==> src/ccs_pkg.sv <==
// Shared types and character constants for the comment stripper.
// Used by the lexer, the result queue and the top level; no dependencies.
package ccs_pkg;

  localparam int CHAR_W     = 8;
  localparam int QUEUE_DEPTH = 4;

  localparam logic [CHAR_W-1:0] CH_NL     = 8'h0A;
  localparam logic [CHAR_W-1:0] CH_STAR   = 8'h2A;
  localparam logic [CHAR_W-1:0] CH_SLASH  = 8'h2F;
  localparam logic [CHAR_W-1:0] CH_BSLASH = 8'h5C;
  localparam logic [CHAR_W-1:0] CH_DQUOTE = 8'h22;
  localparam logic [CHAR_W-1:0] CH_SQUOTE = 8'h27;
  localparam logic [CHAR_W-1:0] CH_SPACE  = 8'h20;

  typedef enum logic [3:0] {
    MODE_NORMAL = 4'b0001,
    MODE_LINE   = 4'b0010,
    MODE_BLOCK  = 4'b0100,
    MODE_QUOTED = 4'b1000
  } mode_t;

  typedef struct packed {
    logic [CHAR_W-1:0] chr;
    logic              fin;
  } item_t;

  typedef struct packed {
    logic [1:0] cnt;
    item_t      first;
    item_t      second;
  } result_t;

endpackage

==> src/ccs_lexer.sv <==
// Lexer state and per-byte step: turns one accepted byte into zero, one or two items.
// Depends on ccs_pkg.
module ccs_lexer (
  input  logic                      clk,
  input  logic                      rst_n,
  input  logic                      fire,
  input  logic [ccs_pkg::CHAR_W-1:0] chr,
  input  logic                      last,
  output ccs_pkg::result_t          res
);

  ccs_pkg::mode_t mode_r, mode_nxt;
  logic           single_r, single_nxt;
  logic           escape_r, escape_nxt;
  logic           star_r, star_nxt;
  logic           held_r, held_nxt;

  logic [ccs_pkg::CHAR_W-1:0] c0, c1;
  logic [1:0]                 n;
  logic                       is_quote;

  always_comb begin
    mode_nxt   = mode_r;
    single_nxt = single_r;
    escape_nxt = escape_r;
    star_nxt   = star_r;
    held_nxt   = held_r;
    c0         = ccs_pkg::CH_SPACE;
    c1         = ccs_pkg::CH_SPACE;
    n          = 2'd0;
    is_quote   = (chr == ccs_pkg::CH_DQUOTE) || (chr == ccs_pkg::CH_SQUOTE);
    case (mode_r)
      ccs_pkg::MODE_LINE: begin
        n = 2'd1;
        if (chr == ccs_pkg::CH_NL) begin
          mode_nxt = ccs_pkg::MODE_NORMAL;
          c0       = ccs_pkg::CH_NL;
        end
      end
      ccs_pkg::MODE_BLOCK: begin
        n = 2'd1;
        if (star_r && chr == ccs_pkg::CH_SLASH) begin
          mode_nxt = ccs_pkg::MODE_NORMAL;
          star_nxt = 1'b0;
        end else begin
          c0       = (chr == ccs_pkg::CH_NL) ? ccs_pkg::CH_NL : ccs_pkg::CH_SPACE;
          star_nxt = (chr == ccs_pkg::CH_STAR);
        end
      end
      ccs_pkg::MODE_QUOTED: begin
        n  = 2'd1;
        c0 = chr;
        if (escape_r) begin
          escape_nxt = 1'b0;
        end else if (chr == ccs_pkg::CH_BSLASH) begin
          escape_nxt = 1'b1;
        end else if (chr == (single_r ? ccs_pkg::CH_SQUOTE : ccs_pkg::CH_DQUOTE)) begin
          mode_nxt = ccs_pkg::MODE_NORMAL;
        end
      end
      default: begin
        if (held_r && (chr == ccs_pkg::CH_SLASH || chr == ccs_pkg::CH_STAR)) begin
          held_nxt = 1'b0;
          mode_nxt = (chr == ccs_pkg::CH_SLASH) ? ccs_pkg::MODE_LINE : ccs_pkg::MODE_BLOCK;
          star_nxt = 1'b0;
          n        = 2'd2;
        end else begin
          held_nxt = 1'b0;
          if (chr == ccs_pkg::CH_SLASH && !last) begin
            held_nxt = 1'b1;
          end else if (is_quote) begin
            mode_nxt   = ccs_pkg::MODE_QUOTED;
            single_nxt = (chr == ccs_pkg::CH_SQUOTE);
            escape_nxt = 1'b0;
          end
          if (held_r) begin
            c0 = ccs_pkg::CH_SLASH;
            c1 = chr;
            n  = (chr == ccs_pkg::CH_SLASH && !last) ? 2'd1 : 2'd2;
          end else begin
            c0 = chr;
            n  = (chr == ccs_pkg::CH_SLASH && !last) ? 2'd0 : 2'd1;
          end
        end
      end
    endcase
    if (last) begin
      mode_nxt   = ccs_pkg::MODE_NORMAL;
      single_nxt = 1'b0;
      escape_nxt = 1'b0;
      star_nxt   = 1'b0;
      held_nxt   = 1'b0;
    end
    res.cnt          = n;
    res.first.chr    = c0;
    res.first.fin    = last && (n == 2'd1);
    res.second.chr   = c1;
    res.second.fin   = last && (n == 2'd2);
  end

  always_ff @(posedge clk) begin
    if (!rst_n) begin
      mode_r   <= ccs_pkg::MODE_NORMAL;
      single_r <= 1'b0;
      escape_r <= 1'b0;
      star_r   <= 1'b0;
      held_r   <= 1'b0;
    end else if (fire) begin
      mode_r   <= mode_nxt;
      single_r <= single_nxt;
      escape_r <= escape_nxt;
      star_r   <= star_nxt;
      held_r   <= held_nxt;
    end
  end

endmodule

==> src/ccs_outq.sv <==
// Result queue: takes up to two items a cycle, gives one a cycle on the output channel while rd_ready is high.
// Depends on ccs_pkg.
module ccs_outq #(
  parameter int DEPTH = ccs_pkg::QUEUE_DEPTH
) (
  input  logic             clk,
  input  logic             rst_n,
  input  logic             wr_en,
  input  ccs_pkg::result_t wr_res,
  output logic             room,
  output logic             rd_valid,
  input  logic             rd_ready,
  output ccs_pkg::item_t   rd_item
);

  localparam int PTR_W = $clog2(DEPTH);
  localparam int CNT_W = $clog2(DEPTH + 1);

  ccs_pkg::item_t   mem [DEPTH];
  logic [PTR_W-1:0] wr_ptr_r, wr_ptr_nxt;
  logic [PTR_W-1:0] rd_ptr_r, rd_ptr_nxt;
  logic [CNT_W-1:0] count_r, count_nxt;
  logic [1:0]       n_wr;
  logic             rd_fire;
  logic [PTR_W-1:0] wr_ptr_p1;
  logic [PTR_W-1:0] wr_ptr_p2;
  logic [PTR_W-1:0] rd_ptr_p1;

  assign n_wr      = wr_en ? wr_res.cnt : 2'd0;
  assign rd_valid  = (count_r != '0);
  assign rd_fire   = rd_valid && rd_ready;
  assign rd_item   = mem[rd_ptr_r];
  assign room      = (count_r <= CNT_W'(DEPTH - 2));
  assign wr_ptr_p1 = (wr_ptr_r == PTR_W'(DEPTH - 1)) ? '0 : wr_ptr_r + PTR_W'(1);
  assign wr_ptr_p2 = (wr_ptr_p1 == PTR_W'(DEPTH - 1)) ? '0 : wr_ptr_p1 + PTR_W'(1);
  assign rd_ptr_p1 = (rd_ptr_r == PTR_W'(DEPTH - 1)) ? '0 : rd_ptr_r + PTR_W'(1);

  always_comb begin
    case (n_wr)
      2'd1: wr_ptr_nxt = wr_ptr_p1;
      2'd2: wr_ptr_nxt = wr_ptr_p2;
      default: wr_ptr_nxt = wr_ptr_r;
    endcase
    rd_ptr_nxt = rd_fire ? rd_ptr_p1 : rd_ptr_r;
    count_nxt  = count_r + CNT_W'(n_wr) - CNT_W'(rd_fire);
  end

  always_ff @(posedge clk) begin
    if (n_wr != 2'd0) begin
      mem[wr_ptr_r] <= wr_res.first;
    end
    if (n_wr == 2'd2) begin
      mem[wr_ptr_p1] <= wr_res.second;
    end
  end

  always_ff @(posedge clk) begin
    if (!rst_n) begin
      wr_ptr_r <= '0;
      rd_ptr_r <= '0;
      count_r  <= '0;
    end else begin
      wr_ptr_r <= wr_ptr_nxt;
      rd_ptr_r <= rd_ptr_nxt;
      count_r  <= count_nxt;
    end
  end

endmodule

==> src/c_comment_stripper_top.sv <==
// Top level of the comment stripper: lexer step feeding the result queue.
// Depends on ccs_pkg, ccs_lexer and ccs_outq.
//
// Channel  Direction  tdata           tlast
// in_      slave      char_in[7:0]    end_of_source
// out_     master     char_out[7:0]   final_out
//
// One byte is taken per cycle while in_tready is high; its items enter the queue
// at the accepting edge and appear on out_ from the following cycle, one per cycle
// while out_tready is high. A two-item byte grows the queue by one only if an item
// leaves; in_tready drops only with under two slots free, which needs output stalls.
// rst_n (synchronous) returns the lexer to normal code and empties the queue.
module c_comment_stripper_top #(
  parameter int QUEUE_DEPTH = ccs_pkg::QUEUE_DEPTH
) (
  input  logic       clk,
  input  logic       rst_n,
  input  logic       in_tvalid,
  output logic       in_tready,
  input  logic [7:0] in_tdata,   // [7:0] char_in
  input  logic       in_tlast,
  output logic       out_tvalid,
  input  logic       out_tready,
  output logic [7:0] out_tdata,  // [7:0] char_out
  output logic       out_tlast
);

  logic             in_fire;
  ccs_pkg::result_t res;
  ccs_pkg::item_t   head;

  assign in_fire = in_tvalid && in_tready;

  ccs_lexer u_lexer (
    .clk   (clk),
    .rst_n (rst_n),
    .fire  (in_fire),
    .chr   (in_tdata),
    .last  (in_tlast),
    .res   (res)
  );

  ccs_outq #(
    .DEPTH (QUEUE_DEPTH)
  ) u_outq (
    .clk      (clk),
    .rst_n    (rst_n),
    .wr_en    (in_fire),
    .wr_res   (res),
    .room     (in_tready),
    .rd_valid (out_tvalid),
    .rd_ready (out_tready),
    .rd_item  (head)
  );

  assign out_tdata = head.chr;
  assign out_tlast = head.fin;

endmodule

==> config.mk <==
export PLATFORM = sky130hd
export DESIGN_NAME = c_comment_stripper_top
export DESIGN_NICKNAME = d
export VERILOG_FILES = /design/src/ccs_pkg.sv /design/src/ccs_lexer.sv /design/src/ccs_outq.sv /design/src/c_comment_stripper_top.sv
export SDC_FILE = /design/constraint.sdc
export NUM_CORES = 1
export LEC_CHECK = 0
export BUFFER_PORTS_ARGS = -buffer_cell sky130_fd_sc_hd__buf_2
export CORE_MARGIN = 1
export CORE_UTILIZATION = 25
export DETAILED_ROUTE_END_ITERATION = 6
export PLACE_DENSITY = 0.42
export SYNTH_ARGS = -nofsm -noshare
export SYNTH_HDL_FRONTEND = slang
export SYNTH_SLANG_ARGS = --single-unit
==> constraint.sdc <==
create_clock -name clk -period 3.3 [get_ports clk]
set_input_delay 0.165 -clock clk [delete_from_list [all_inputs] [get_ports clk]]
set_output_delay 0.165 -clock clk [all_outputs]
set_load 0.01 [all_outputs]
# ---- Word level (Yosys, flattened, before mapping)
# Memory sizes are Yosys's and may differ from the RTL's. A register that Yosys moved wholly into a read port is not among the register bits.
# Index checks and enable logic that the tools add are counted.
dict set report op_classes {
  n_eq_ne 30
  muxes 56
  add_sub_neg 5
  n_reduce_logical 25
  magnitude_cmp 1
}
# op n
set ops {}
lappend ops {{$mux 8} 6}
lappend ops {{$mux 4} 9}
lappend ops {{$eq 8x6->1 const B} 4}
lappend ops {{$pmux 8 s3} 1}
lappend ops {{$mux 1} 23}
lappend ops {{$mux 2} 10}
lappend ops {{$ne 3x3->1 const B} 4}
lappend ops {{$pmux 4 s3} 1}
lappend ops {{$eq 2x2->1 const B} 5}
lappend ops {{$reduce_and 5->1} 2}
lappend ops {{$ne 3x2->1 const B} 3}
lappend ops {{$reduce_bool 3->1} 3}
lappend ops {{$eq 8x4->1 const B} 1}
lappend ops {{$eq 8x7->1 const B} 1}
lappend ops {{$eq 8x8->1} 1}
lappend ops {{$reduce_and 8->1} 1}
lappend ops {{$logic_and 1x1->1} 7}
lappend ops {{$add 2x1->2 const B} 3}
lappend ops {{$mux 3} 2}
lappend ops {{$mux 6} 1}
lappend ops {{$ne 2x1->1 const B} 3}
lappend ops {{$ne 6x5->1 const B} 1}
lappend ops {{$reduce_bool 2->1} 3}
lappend ops {{$reduce_bool 6->1} 1}
lappend ops {{other kinds (16)} 21}
dict set report totals {
  register_bits 15
  n_memories 1
  ram_bits 36
}
# name depth word_bits read_ports rd_ports_with_merged_regs wr line
set mem_list {}
lappend mem_list {u_outq.mem 4 9 1 1 2 ccs_outq.sv:19} ;# ccs_pkg::item_t mem [DEPTH];

# ---- Logic depth before layout (Yosys ltp)
# Gate-level depths: netlist of the first run.
dict set report depth {
  word_depth 10
  mapped_depth 15
}

# ---- Hierarchy
# Synthesis of the first run repeated with hierarchy kept, for this count alone.
dict set report unflattened {
  cells_unflattened 278
  hier_area_um2 3280.6
}
# mod cells_per_inst instances area_each_um2
set modules_own_cells {}
lappend modules_own_cells {ccs_outq 156 1 2343.5}
lappend modules_own_cells {ccs_lexer 121 1 930.9}
lappend modules_own_cells {c_comment_stripper_top 1 1 6.3}

# ---- Worst setup path after synthesis of the first run
# No wires, ideal clock.
dict set report synth_path {
  path_kind {input to register}
  startpoint {input port in_tdata[3]}
  endpoint {memory u_outq.mem[1][0] (netlist bit), enable pin}
  t_arrival_ns 2.652
  required_ns 2.926
  setup_ns 0.374
  cell_stages 13
  slack_ns 0.274
  cell_sequence {buf_2 > and4bb_2 > nand2_1 > or3_1 > ha_1 > nand2_1 > a21oi_1 > inv_1 > ha_1 > clkbuf_1 > nand2_1 > clkbuf_1 > o21ai_0}
}
# element line
set synth_rtl {}
lappend synth_rtl {{start, declared} c_comment_stripper_top.sv:20} ;# input logic [7:0] in_tdata,
lappend synth_rtl {{end, declared} ccs_outq.sv:19}

==> metrics.md, run 1 <==
| Metric | Value |
|---|---|
| I/O Buffers | `23` |
| Detail Route Antenna Nets | `0` |
| Number of synthesized flops with an enable pin | `36` |
| Post-synth ARST share | `0%` |
| Worst-skew pair later-pin latency | `0.30 ns` |
| Remaining global-route overflow | `0` |
| H-tree depth | `2` |
| Resized cells post-CTS | `0` |
| Post-CTS Setup Bufs | `0` |
| Maximum root-to-sink buffer count | `2` |
| CTS tree | `done` |
| Post-Syn Area per Cell | `10.7 um2` |
| Worst r2r dst | `u_outq.mem[3][7]` |
| Worst setup SP type | `input pin` |
| Antenna violations before repair | `0` |
| Top-area cell type share of the netlist area | `34.8%` |
| Commonest non-fill, non-tap cell in the layout | `edfxtp_1` |
| Leading area contributor after synthesis | `edfxtp_1` |
| Largest net degree at the start of global routing | `17` |
| Minimum clock period | `2.82 ns` |
| Synth Instances | `289` |
| Flop2flop setup slack | `0.48 ns` |
| Number of remaining DRC errors | `0` |
| Commonest non-fill, non-tap cells in the layout | `edfxtp_1, nand2_1, buf_2` |
| Max-cap violations | `0` |
| Core area | `0.0121 mm2` |
| YS warnings | `0` |
| Vias per inst | `4.59` |
| Rows | `40` |
| Final Max Tran Viols | `0` |
| Die ar. | `0.0129 mm2` |
| Net Count, Synth | `317` |
| R2R cell count | `8` |
| Drt pass-1 iters | `4` |
| Final worst-path cycle share | `85.6%` |
| # diodes | `0` |
| Aggregate global-route resource usage | `13.1%` |
| Number of buffers created by CTS | `5` |
| Register area share after synthesis | `45.8%` |
| Measured slew at the worst slew-check pin | `0.683 ns` |
| # hold bufs at CTS | `0` |
| Wire per inst | `16.2 um` |
| Synth top area cells | `edfxtp_1, dfxtp_1, mux4_2, ha_1, a22o_1` |
| Area Growth Syn to Fin | `16.9%` |
| Vias | `2228` |
| Data required, critical path | `3.46 ns` |
| Fmax | `354 MHz` |
| Die width | `113 um` |
| CP Class | `input pin to flop` |
| Net count, final | `344` |
| Hold Path Origin | `rst_n` |
| RePlAce Congestion | `0.749` |
| DRT Wirelength | `7860 um` |
| Relative slew slack | `54.4%` |
| Vias in the first global route | `2294` |
| CP Max Fanout | `9` |
| Root Driver | `clkbuf_16` |
| Pwr Density | `539 mW/mm2` |
| Worst Hold Class | `input pin to flop` |
| Final Hold Fails | `0` |
| Worst setup EP type | `flop` |
| Post-placement cell count | `477` |
| I/O pins | `24` |
| Status | `complete, no violations` |
| Die height | `113 um` |
| Initial core utilization | `25.8%` |
| Top FF cell, synth | `edfxtp_1` |
| First-pass GRT wire length | `12700 um` |
| Finished Layout Cells | `485` |
| End of the worst hold path | `u_lexer.escape_r` |
| Leakage power total | `1.40 nW` |
| Reg2reg start | `u_lexer.mode_r[1]` |
| Layout cells sized above 1 | `18.0%` |
| CP arrival | `2.99 ns` |
| Synthesized flop and latch total | `53` |
| CTS clock-pin slew for the worst setup and hold paths | `0.07 ns` |
| Sum Neg Setup Slack | `0 ns` |
| Post-Syn Area | `0.00311 mm2` |
| Layout Skew | `0.00360 ns` |
| Detail Placement HPWL | `5880 um` |
| CTS sink cnt | `53` |
| DRT iter0 DRCs | `114` |
| Post-synth cell types | `51` |
| Worst vdd rail ir drop | `0.000263 V` |
| Final number of setup-violating endpoints | `0` |
| Worst hold path cell count | `3` |
| RSZ-0062 raised after global routing | `no` |
critical path, cell delays in order:
cell	delay, ns
buf_2	0.13
and4bb_2	0.34
nand2_1	0.09
or3_1	0.33
ha_1	0.31
nand2_1	0.05
a21oi_1	0.22
inv_1	0.09
ha_1	0.28
nand2_1	0.33
mux2i_1	0.43
and2_1	0.20
worst max-delay path by stage:
stage                           start          endpoint  slack, ns  depth (start not counted)
after floorplan           in_tdata[3]  u_outq.mem[1][0]       0.27                         13
after global placement    in_tdata[6]  u_outq.mem[1][7]       0.17                         12
after detailed placement  in_tdata[6]  u_outq.mem[3][7]       0.20                         12
after CTS                 in_tdata[6]  u_outq.mem[3][7]       0.48                         12
after global routing      in_tdata[6]  u_outq.mem[1][2]       0.29                         13
final                     in_tdata[6]  u_outq.mem[3][7]       0.48                         12
logic make-up after synthesis:
group	count (synthesis)	share of synthesized area, %
buf+inv	37	4.55
compound gates	66	15.1
xor+xnor	6	1.69
flops	53	45.8
mux	18	9.42
fa+ha+maj	15	6.28
simple gates	94	17.2
synth_stat cells (all sizes together), types with 4 or more instances:
cell type	n
nand3	10
a21oi	17
nor2	9
or3	5
a22o	17
o211a	4
dfxtp	17
inv	22
clkbuf	12
nand2	23
ha	14
nor3	9
edfxtp	36
mux4	9
o21ai	15
mux2i	9
and2	17
state kept, by name, indices dropped and copies added, names as in the netlist, named ones only:
| name | flops |
|---|---|
| u_outq.rd_ptr_r | 2 |
| u_outq.mem | 36 |
| u_lexer.held_r | 1 |
| u_lexer.mode_r | 4 |
| u_outq.count_r | 3 |
| u_lexer.star_r | 1 |
| u_lexer.single_r | 1 |
| u_outq.wr_ptr_r | 2 |
| u_lexer.escape_r | 1 |
layer usage:
metal / vias up / global-route usage, % / wire [um]
li1: 1117 / - / -
met4: 0 / 4.39 / 100
met3: 9 / 2.34 / 218
met5: - / 0 / 0
met1: 1066 / 18.3 / 4020
met2: 36 / 20.4 / 3520
where the power goes:
| group | total, mW | switching, mW | leakage [nW] | internal (mW) |
|---|---|---|---|---|
| registers | 0.865 | 0.0677 | 0.468 | 0.797 |
| clock network | 0.604 | 0.244 | 0.0810 | 0.360 |
| logic | 0.490 | 0.256 | 0.851 | 0.234 |
| total | 1.96 | 0.567 | 1.40 | 1.39 |
area by class of cell:
cell class,count,area (um2)
flip-flops and latches,53,1420
fillers,1267,8430
multi-input cells,199,1540
clock buffers,6,129
inverters,22,82.6
well taps,168,210
clock inverters,2,38.8
repair buffers,35,205
metrics by stage:
| step | hold WS [ns] | worst slack [ns] | total power, mW | util (%) | area, um2 |
|---|---|---|---|---|---|
| floorplan | 0.351 | 0.274 | 1.20 | - | 3110 |
| global placement | 0.452 | 0.169 | 1.38 | 28.7 | 3460 |
| detailed placement | 0.455 | 0.195 | 1.38 | 28.7 | 3460 |
| CTS | 0.230 | 0.477 | 1.99 | 30.1 | 3630 |
| global route | 0.259 | 0.291 | 2.09 | 30.1 | 3630 |
| finish | 0.230 | 0.476 | 1.96 | 30.1 | 3630 |
Power figures use the tool's default switching activity.
==> inputs of run 2 (changes only) <==
- BUFFER_PORTS_ARGS: -buffer_cell sky130_fd_sc_hd__buf_2 -> not set
- DONT_BUFFER_PORTS: not set -> 1
- PLACE_DENSITY: 0.42 -> 0.4
==> run 2 against run 1 <==
Clock skew grew 0.00076 ns; first-iteration DRC count shrank 30%; wire length shrank 1.6%; die area is the same; total power shrank 7.3%; critical path type is now flop to flop.
==> metrics.md, run 2 (synthesis gave the netlist of run 1 again) <==
| Metric | Value |
|---|---|
| Status | `complete, no violations (unchanged)` |
| Remaining global-route overflow | `0 (unchanged)` |
| Final Max Tran Viols | `0 (unchanged)` |
| Worst path slowest cell | `a211o_1 (was mux2i_1)` |
| Aggregate global-route resource usage | `12.5% (was 13.1%)` |
| Initial core utilization | `25.8% (unchanged)` |
| Minimum clock period | `2.75 ns (was 2.82 ns)` |
| Crit-path most repeated cell | `inv_1 (was nand2_1)` |
| Register name with the most flops | `u_outq.mem (unchanged)` |
| Layout cells sized above 1 | `10.3% (was 18.0%)` |
| Final Hold Fails | `0 (unchanged)` |
| Wire per inst | `16.8 um (was 16.2 um)` |
| First-pass GRT wire length | `12300 um (was 12700 um)` |
| Measured slew at the worst slew-check pin | `0.669 ns (was 0.683 ns)` |
| Max stage delay on crit path | `0.41 ns (was 0.43 ns)` |
| Final number of setup-violating endpoints | `0 (unchanged)` |
| Net count, final | `319 (was 344)` |
| Root Driver | `clkbuf_16 (unchanged)` |
| Die ar. | `0.0129 mm2 (unchanged)` |
| Worst-skew pair later-pin latency | `0.29 ns (was 0.30 ns)` |
| Reg2reg start | `u_lexer.mode_r[1] (unchanged)` |
| Number of buffers created by CTS | `5 (unchanged)` |
| Worst setup SP type | `flop (was input pin)` |
| Critical path buffers and inverters | `2 (unchanged)` |
| DRT Wirelength | `7730 um (was 7860 um)` |
| I/O pins | `24 (unchanged)` |
| Fill count | `1265 (was 1267)` |
| Largest registers | `u_outq.mem x36, u_lexer.mode_r x4, u_outq.count_r x3 (unchanged)` |
| Vias per inst | `4.58 (was 4.59)` |
| Largest net degree at the start of global routing | `17 (unchanged)` |
| # diodes | `0 (unchanged)` |
| Resized cells post-CTS | `0 (unchanged)` |
| Hold Path Origin | `rst_n (unchanged)` |
| Rows | `40 (unchanged)` |
| CTS clock-pin slew for the worst setup and hold paths | `0.07 ns (about the same)` |
| Largest register FFs | `36 (unchanged)` |
| Max-cap violations | `0 (unchanged)` |
| CTS sink cnt | `53 (unchanged)` |
| H-tree depth | `2 (unchanged)` |
| Leakage power total | `1.29 nW (was 1.40 nW)` |
| Die width | `113 um (unchanged)` |
| Post-CTS Setup Bufs | `0 (unchanged)` |
| RSZ-0062 raised after global routing | `no (unchanged)` |
| Relative slew slack | `55.3% (was 54.4%)` |
| # hold bufs at CTS | `0 (unchanged)` |
| Total power | `1.82 mW (was 1.96 mW)` |
| Vias | `2109 (was 2228)` |
| Final worst-path cycle share | `83.5% (was 85.6%)` |
| Vias in the first global route | `2099 (was 2294)` |
| Drt pass-1 iters | `4 (unchanged)` |
| Worst Hold Class | `input pin to flop (unchanged)` |
| Detail Placement HPWL | `5920 um (was 5880 um)` |
| Worst setup path startpoint | `u_lexer.mode_r[1] (was in_tdata[6])` |
| Commonest non-fill, non-tap cells in the layout | `edfxtp_1, nand2_1, inv_1 (was edfxtp_1, nand2_1, buf_2)` |
| Worst vdd rail ir drop | `0.000188 V (was 0.000263 V)` |
| RePlAce Congestion | `0.778 (was 0.749)` |
| CP arrival | `2.80 ns (was 2.99 ns)` |
| Maximum root-to-sink buffer count | `2 (unchanged)` |
| CP Max Fanout | `11 (was 9)` |
| Core area | `0.0121 mm2 (unchanged)` |
| Area Growth Syn to Fin | `12.0% (was 16.9%)` |
| Detail Route Antenna Nets | `0 (unchanged)` |
| Number of remaining DRC errors | `0 (unchanged)` |
| Family with the most delay on the worst path | `compound AO/OA/AOI/OAI gates (was simple AND/OR/NAND/NOR gates)` |
| CTS tree | `done (unchanged)` |
| CP Class | `flop to flop (was input pin to flop)` |
| Worst setup EP type | `flop (unchanged)` |
| Sum Neg Setup Slack | `0 ns (unchanged)` |
| Antenna violations before repair | `0 (unchanged)` |
| Fmax | `363 MHz (was 354 MHz)` |
| DRT iter0 DRCs | `80 (was 114)` |
| Data required, critical path | `3.34 ns (was 3.46 ns)` |
| Cell Chain, Critical Path | `xnor2_1, a211o_1, nand3_1, inv_1, ha_1, nand2_1, inv_1, o21ai_1, a22o_1 (was buf_2, and4bb_2, nand2_1, or3_1, ha_1, nand2_1, a21oi_1, inv_1, ha_1, nand2_1, mux2i_1, and2_1)` |
| Commonest non-fill, non-tap cell in the layout | `edfxtp_1 (unchanged)` |
| I/O Buffers | `0 (was 23)` |
| Layout Skew | `0.00437 ns (was 0.00360 ns)` |
| Die height | `113 um (unchanged)` |
| Pwr Density | `522 mW/mm2 (was 539 mW/mm2)` |
## run 2: cell count changes in the layout (fill, tap and decap cells not counted), sizes merged
cell         before  now
bufinv            1    0
buf              35    8
inv              22   23
clkinvlp          0    1
clkinv            1    0
dlygate4sd3       0    2
## run 2: worst paths after layout
path	cells past startpoint	to	slack [ns]
worst min-delay path	1	u_outq.count_r[0]	0.004
worst max-delay path	9	u_outq.mem[2][4]	0.55
worst max register to register	9	u_outq.mem[2][4]	0.55
worst min register to register	2	u_lexer.star_r	0.47
## run 2: per-layer routing
metal  GRT usage, %  wire length, um  vias up
met5              0                0        -
met4           2.63               45        0
met2           19.3             3380       40
met3           2.82              333        5
li1               -                -     1073
met1           17.8             3970      991
## run 2: power breakdown
part	internal [mW]	switching, mW	total [mW]
Clock	0.283	0.241	0.524
Combinational	0.200	0.231	0.431
Sequential	0.797	0.0623	0.860
## run 2: layout make-up
cell class	instances	area [um2]	area share, %
Multi-Input combinational cell	199	1540	44.4
Sequential cell	53	1420	40.8
Tap cell	168	210	6.04
Clock buffer	6	129	3.70
Inverter	22	82.6	2.37
Timing Repair Buffer	10	80.1	2.30
Clock inverter	2	13.8	0.395
## run 2: stage by stage
stage,worst slack (ns),instances,hold WS [ns],instance area [um2],util (%)
final,0.545,460,0.00437,3480,28.9
after global routing,0.221,460,0.00350,3480,28.9
after CTS,0.570,458,0.000359,3460,28.7
after detailed placement,0.401,450,0.301,3320,27.5
after global placement,0.427,450,0.294,3320,27.5
after floorplan,0.274,289,0.351,3110,-
